[src/sv/mmcc_pkg.sv]
// mmcc_pkg: shared types and constants for the magic multiplier collision check
// controller command and status structs, controller state encoding, register indexes
// no dependencies
package mmcc_pkg;

	localparam int DATA_WIDTH      = 64;
	localparam int HALF_WIDTH      = 32;
	localparam int SHIFT_WIDTH     = 6;
	localparam int CFG_INDEX_WIDTH = 1;

	localparam logic [CFG_INDEX_WIDTH-1:0] REG_MAGIC = 1'd0;
	localparam logic [CFG_INDEX_WIDTH-1:0] REG_SHIFT = 1'd1;

	localparam logic [DATA_WIDTH-1:0]  MAGIC_RESET = 64'd1;
	localparam logic [SHIFT_WIDTH-1:0] SHIFT_RESET = 6'd63;

	typedef enum logic [5:0] {
		S_CLEAR = 6'b000001,
		S_IDLE  = 6'b000010,
		S_MUL   = 6'b000100,
		S_IDX   = 6'b001000,
		S_RD    = 6'b010000,
		S_WB    = 6'b100000
	} state_t;

	typedef struct packed {
		logic clear;
		logic load;
		logic mul;
		logic idx;
		logic rd;
		logic wb;
	} cmd_t;

	typedef struct packed {
		logic clear_last;
	} status_t;

endpackage

[src/sv/mmcc_ctrl.sv]
// mmcc_ctrl: controller state machine for the collision check
// sequences table clear, item load, multiply, index, table read and write back
// depends on mmcc_pkg
module mmcc_ctrl (
	input  logic             clk,
	input  logic             arst_n,
	input  logic             start,
	output logic             busy,
	input  mmcc_pkg::status_t status,
	output mmcc_pkg::cmd_t    cmd
);

	mmcc_pkg::state_t state_q;
	mmcc_pkg::state_t state_d;

	always_comb begin
		state_d = state_q;
		unique case (state_q)
			mmcc_pkg::S_CLEAR: begin
				if (status.clear_last) begin
					state_d = mmcc_pkg::S_IDLE;
				end
			end
			mmcc_pkg::S_IDLE: begin
				if (start) begin
					state_d = mmcc_pkg::S_MUL;
				end
			end
			mmcc_pkg::S_MUL: state_d = mmcc_pkg::S_IDX;
			mmcc_pkg::S_IDX: state_d = mmcc_pkg::S_RD;
			mmcc_pkg::S_RD:  state_d = mmcc_pkg::S_WB;
			mmcc_pkg::S_WB:  state_d = mmcc_pkg::S_IDLE;
			default:         state_d = mmcc_pkg::S_CLEAR;
		endcase
	end

	always_ff @(posedge clk or negedge arst_n) begin
		if (!arst_n) begin
			state_q <= mmcc_pkg::S_CLEAR;
		end else begin
			state_q <= state_d;
		end
	end

	assign busy      = (state_q != mmcc_pkg::S_IDLE);
	assign cmd.clear = (state_q == mmcc_pkg::S_CLEAR);
	assign cmd.load  = (state_q == mmcc_pkg::S_IDLE) && start;
	assign cmd.mul   = (state_q == mmcc_pkg::S_MUL);
	assign cmd.idx   = (state_q == mmcc_pkg::S_IDX);
	assign cmd.rd    = (state_q == mmcc_pkg::S_RD);
	assign cmd.wb    = (state_q == mmcc_pkg::S_WB);

	// an accepted transaction always starts the multiply next
	a_load_to_mul: assert property (@(posedge clk) disable iff (!arst_n)
		cmd.load |=> (state_q == mmcc_pkg::S_MUL))
		else $error("accepted item did not enter multiply");

	// write back closes the item and frees the block
	a_wb_to_idle: assert property (@(posedge clk) disable iff (!arst_n)
		cmd.wb |=> !busy)
		else $error("block stayed busy after write back");

endmodule

[config.mk]
export PLATFORM = sky130hd
export DESIGN_NAME = mmcc_ctrl
export DESIGN_NICKNAME = d
export VERILOG_FILES = /design/src/sv/mmcc_pkg.sv /design/src/sv/mmcc_ctrl.sv
export SDC_FILE = /design/constraint.sdc
export NUM_CORES = 1
export LEC_CHECK = 0
export ABC_AREA = 1
export BUFFER_PORTS_ARGS = -buffer_cell sky130_fd_sc_hd__buf_2
export CAP_MARGIN = 20
export CORE_MARGIN = 2
export CORE_UTILIZATION = 24
export DETAILED_ROUTE_END_ITERATION = 12
export PLACE_DENSITY = 0.56
export SYNTH_ARGS = -nofsm -noshare
export SYNTH_HDL_FRONTEND = slang
export SYNTH_SLANG_ARGS = --single-unit
[constraint.sdc]
create_clock -name clk -period 2.34 [get_ports clk]
set_input_delay 0.702 -clock clk [delete_from_list [all_inputs] [get_ports clk]]
set_output_delay 0.702 -clock clk [all_outputs]
set_load 0.01 [all_outputs]
==> impl_metrics.csv, run 1 <==
group,metric,value,unit
route,ant_nets,0,
finish,fillers,147,
synthesis,synth.area.top_cells,"dfrtp_1 35%, inv_1 16%, nor2_1 9.5%",
synthesis,synth.distinct_cells,11,
sta,setup_viol,0,
sta,min_period,2.11,ns
global_routing,grt_pass1_wl,1110,um
synthesis,synth-seq-cells,6,
finish,nets,67,
global_routing,use_met2,0.123,
finish,final_cell_mix,"15 x inv_1, 10 x buf_2, 9 x nor2_1",
place,placed_cells,73,
floorplan,dieWidth,42.4,um
place,place_hpwl,524,um
power_and_ir_drop,vdd_drop_max,0.303,mV
sta,fmax,0.474,GHz
global_routing,grt.busiest_layer,"met2",
synthesis,ys_seq_area_frac,0.428,
clocking,ctsHoldBuffers,0,
finish,final_cells,77,
floorplan,io_pins,11,
sta,tns,0,ns
setup_path,critical_path_arrival,1.41,ns
synthesis,yosysTopAreaCell,"dfrtp_1",
route,drc,0,
finish,final_common_cell,"inv_1",
synthesis,netlist_instances,48,
sta,worst-slew-pin-transition,0.274,ns
clocking,cts_root_buf,"clkbuf_4",
power_and_ir_drop,p_comb_frac,0.458,
power_and_ir_drop,power.clock.fraction,0.212,
route,drtIter0Drc,7,
power_and_ir_drop,powerDensity,1070,mW/mm2
place,io_buffer_count,10,
setup_path,critPathCaptureType,"output port",
clocking,cts_tree,"yes",
finish,final_area,449,um2
setup_path,path_max_fanout,4,
finish,area_growth,26.9,%
clocking,cts_sinks,6,
floorplan,die_h,42.4,um
power_and_ir_drop,p_sw_frac,0.408,
hold_path,min_path_type,"input pin to async pin",
floorplan,initial_utilization,0.265,
floorplan,dieArea,0.00180,mm2
place,place_congestion,0.708,
route,vias,319,
finish,top_regs,"state_q: 6 flops",
route,firstDrtPassIters,4,
power_and_ir_drop,power.switching,0.196,mW
floorplan,num_rows,13,
clocking,postCtsSetupRepairBufs,0,
synthesis,synth_area_per_cell,7.38,um2
route,vias_per_cell,4.14,
global_routing,grt_max_degree,7,
clocking,cts_buffer_depth,2,
power_and_ir_drop,seqPwrFrac,0.330,
place,dpl-instance-area,423,um2
route,drt-total-wl,609,um
synthesis,synth.top_cell.area_share,0.353,
sta,rsz0062_at_grt,"false",
finish,drive_above_1_share,0.339,
setup_path,critPathRequiredTime,1.64,ns
global_routing,grt_pass1_vias,278,
power_and_ir_drop,p_leak,0.307,nW
global_routing,grt.met1_usage,0.102,
setup_path,path_class,"register to output port",
floorplan,core-area,0.00133,mm2
clocking,cts.clk_slew.worst_paths,0.05,ns
finish,insertedDiodeCount,0,
setup_path,r2r_cells,4,
synthesis,netlist_area,354,um2
sta,finalMaxSlewViolations,0,
clocking,cts_resized,0,
route,post_drt_wl_per_cell,7.91,um
power_and_ir_drop,power,0.479,mW
finish,largest_register,"state_q",
clocking,clock_latency,0.24,ns
global_routing,antenna_found_initial,0,
sta,hold_viol,0,
synthesis,yosys_warnings,0,
setup_path,worst_setup_path_start_kind,"register",
sta,relSlewSlack,0.817,
sta,period_share,0.902,
global_routing,use_met3,0.0259,
clocking,htree_levels,1,
sta,skew,0.00944,ns
global_routing,grt-ovfl-total,0,
clocking,numCtsBuffers,3,
finish,largest_register_ffs,6,
global_routing,grt_usage,0.0885,
synthesis,synth_fp_nets,52,
flow_run,drv_cap,0,
outcome,outcome,"completed",
power_and_ir_drop,internal_power,0.283,mW
-- worst max-delay path, stage by stage, from the launching register on --
cell,delay [ns]
dfrtp_1,0.39
nor2_2,0.26
nand3_2,0.15
nor2_2,0.16
nor3_1,0.07
buf_2,0.14
-- power groups by stage --
| stage | Clock, mW | Sequential [mW] | Combinational, mW |
|---|---|---|---|
| global route | 0.112 | 0.162 | 0.257 |
| finish | 0.101 | 0.158 | 0.219 |
| detailed placement | 0 | 0.159 | 0.225 |
| CTS | 0.103 | 0.157 | 0.226 |
| global placement | 0 | 0.159 | 0.222 |
| floorplan | 0 | 0.156 | 0.169 |
-- path summary, 6_finish.rpt --
check | slack [ns] | end | start
min | 0.27 | state_q[5]$_DFFE_PN0P_ | arst_n
max in group asynchronous | 1.84 | state_q[0]$_DFFE_PN1P_ | arst_n
min in group clk | 0.61 | state_q[3]$_DFFE_PN0P_ | state_q[3]$_DFFE_PN0P_
max | 0.23 | cmd[4] | state_q[5]$_DFFE_PN0P_
min reg2reg | 0.61 | state_q[3]$_DFFE_PN0P_ | state_q[3]$_DFFE_PN0P_
max reg2reg | 1.18 | state_q[2]$_DFFE_PN0P_ | state_q[5]$_DFFE_PN0P_
-- cell type report --
class | instances | area, um2 | share of cell area
repair buffers | 10 | 50.0 | 0.111
inverters | 15 | 56.3 | 0.125
multi-input cells | 27 | 146 | 0.326
well taps | 15 | 18.8 | 0.0418
clock buffers | 4 | 26.3 | 0.0585
flip-flops and latches | 6 | 151 | 0.337
-- logic make-up (layout without fill, tap and decap cells) --
group,count (synthesis),count (layout),synth area share
and+or+nand+nor,27,27,0.413
DFF,6,6,0.428
buffers and inverters,15,29,0.159
-- synth_stat cells (all sizes together) --
library cell  number
dfrtp              5
dfstp              1
inv               15
nand2              5
nand3              6
nor2              14
nor3               2
-- layer usage --
metal / up-vias / wire length, um
li1: 170 / -
met1: 138 / 271
met2: 9 / 300
met3: 2 / 26
met4: 0 / 10
met5: - / 0
-- metrics by stage --
step	util	hold slack [ns]	setup WS (ns)
6_report	0.337	0.270	0.230
5_1_grt	0.337	0.277	0.107
4_1_cts	0.337	0.278	0.212
3_5_place_dp	0.317	0.536	0.474
3_3_place_gp	0.317	0.531	0.486
2_1_floorplan	-	0.406	0.559
No activity file was read; power rests on OpenSTA's default activity.
==> run 2: changes to the inputs <==
--- a/config.mk
+++ b/config.mk
@@ -6,12 +6,12 @@
 export NUM_CORES = 1
 export LEC_CHECK = 0
 export ABC_AREA = 1
-export BUFFER_PORTS_ARGS = -buffer_cell sky130_fd_sc_hd__buf_2
 export CAP_MARGIN = 20
 export CORE_MARGIN = 2
 export CORE_UTILIZATION = 24
 export DETAILED_ROUTE_END_ITERATION = 12
-export PLACE_DENSITY = 0.56
+export DONT_BUFFER_PORTS = 1
+export PLACE_DENSITY = 0.49
 export SYNTH_ARGS = -nofsm -noshare
 export SYNTH_HDL_FRONTEND = slang
 export SYNTH_SLANG_ARGS = --single-unit
==> impl_metrics.csv, run 2 (synthesis gave the netlist of run 1 again) <==
group,metric,value,unit
sta,skew,0.00163,ns
power_and_ir_drop,powerDensity,1130,mW/mm2
place,io_buffer_count,0,
power_and_ir_drop,p_comb_frac,0.424,
power_and_ir_drop,vdd_drop_max,0.196,mV
setup_path,critPathCaptureType,"output port",
floorplan,die_h,42.4,um
power_and_ir_drop,power.switching,0.188,mW
setup_path,critical_path_arrival,1.42,ns
route,drc,0,
place,placed_cells,63,
setup_path,cp_slowest_cell,"dfrtp_1",
clocking,numCtsBuffers,3,
floorplan,dieWidth,42.4,um
route,ant_nets,0,
floorplan,initial_utilization,0.265,
global_routing,grt_max_degree,7,
sta,setup_viol,0,
floorplan,dieArea,0.00180,mm2
floorplan,core-area,0.00133,mm2
hold_path,min_path_type,"input pin to async pin",
clocking,htree_levels,1,
global_routing,antenna_found_initial,0,
sta,finalMaxSlewViolations,0,
power_and_ir_drop,p_sw_frac,0.416,
finish,final_cells,67,
finish,nets,57,
place,place_congestion,0.676,
power_and_ir_drop,power.clock.fraction,0.227,
sta,hold_viol,0,
route,vias,270,
clocking,cts_buffer_depth,2,
clocking,cts_root_buf,"clkbuf_4",
setup_path,worstPathCellList,"nor2_2, nand3_4, nor3_1",
global_routing,grt_pass1_vias,289,
sta,tns,0,ns
finish,final_cell_mix,"15 x inv_1, 9 x nor2_1, 5 x nand2_1, 5 x dfrtp_1",
setup_path,slowest_delay,0.39,ns
place,dpl-instance-area,373,um2
sta,relSlewSlack,0.754,
floorplan,io_pins,11,
clocking,ctsHoldBuffers,0,
power_and_ir_drop,internal_power,0.263,mW
route,post_drt_wl_per_cell,9.21,um
sta,worst-slew-pin-transition,0.366,ns
global_routing,grt_usage,0.0869,
clocking,cts_sinks,6,
setup_path,path_class,"register to output port",
route,vias_per_cell,4.03,
clocking,cts_resized,0,
sta,rsz0062_at_grt,"false",
place,place_hpwl,519,um
power_and_ir_drop,p_leak,0.261,nW
power_and_ir_drop,seqPwrFrac,0.349,
flow_run,drv_cap,0,
global_routing,grt_pass1_wl,1100,um
finish,top_regs,"state_q: 6 flops",
finish,drive_above_1_share,0.212,
finish,largest_register_ffs,6,
route,drt-total-wl,617,um
route,firstDrtPassIters,3,
floorplan,num_rows,13,
sta,min_period,2.12,ns
global_routing,grt-ovfl-total,0,
clocking,clock_latency,0.24,ns
setup_path,path_max_fanout,5,
setup_path,cp_top_family,"simple AND/OR/NAND/NOR gates",
finish,area_growth,12.7,%
setup_path,critPathRequiredTime,1.64,ns
finish,final_core_util,0.299,
finish,final_area,399,um2
setup_path,cp_num_buf_inv,0,
setup_path,worst_setup_path_start_kind,"register",
finish,final_common_cell,"inv_1",
finish,insertedDiodeCount,0,
clocking,postCtsSetupRepairBufs,0,
finish,largest_register,"state_q",
outcome,outcome,"completed",
sta,fmax,0.472,GHz
sta,period_share,0.905,
clocking,cts.clk_slew.worst_paths,0.05,ns
clocking,cts_tree,"yes",
route,drtIter0Drc,2,
run 2: changes by cell type in the layout (fill, tap and decap cells not counted):
| cell | before | now |
|---|---|---|
| buf_2 | 10 | 0 |
run 2: through the flow:
stage                     power [mW]  setup WS, ns  hold slack, ns
after global routing           0.506         0.118           0.123
after floorplan                0.325         0.559           0.406
after global placement         0.353         0.468           0.407
after detailed placement       0.354         0.456           0.407
after CTS                      0.463         0.183           0.138
final                          0.451         0.221           0.153
run 2: path summary, 6_finish.rpt:
kind | from | end | slack, ns | cells after the start
min | arst_n | state_q[4]$_DFFE_PN0P_ | 0.15 | 0
max | state_q[5]$_DFFE_PN0P_ | cmd[4] | 0.22 | 3
max in group asynchronous | arst_n | state_q[0]$_DFFE_PN1P_ | 2.02 | 0
max reg2reg | state_q[5]$_DFFE_PN0P_ | state_q[0]$_DFFE_PN1P_ | 1.19 | 6
min reg2reg | state_q[2]$_DFFE_PN0P_ | state_q[4]$_DFFE_PN0P_ | 0.62 | 3
min in group clk | status | state_q[0]$_DFFE_PN1P_ | 0.60 | 3
run 2: layout make-up:
cell class	instances	area, um2
multi-input combinational	27	146
inverter	15	56.3
tap	15	18.8
fill	157	935
clock buffer	4	26.3
sequential	6	151
run 2: per-layer routing:
layer	up-vias	global-route usage	part of all wire
met5	-	0	0
met4	0	0.113	0.023
met3	2	0.0129	0.013
met2	5	0.129	0.54
met1	117	0.0919	0.42
li1	146	-	-
run 2: power by group through the flow:
stage          logic [mW]  clock network (mW)  registers [mW]
3_5_place_dp        0.195                   0           0.159
2_1_floorplan       0.169                   0           0.156
6_report            0.191               0.102           0.157
4_1_cts             0.195               0.110           0.158
3_3_place_gp        0.194                   0           0.159
5_1_grt             0.220               0.122           0.163
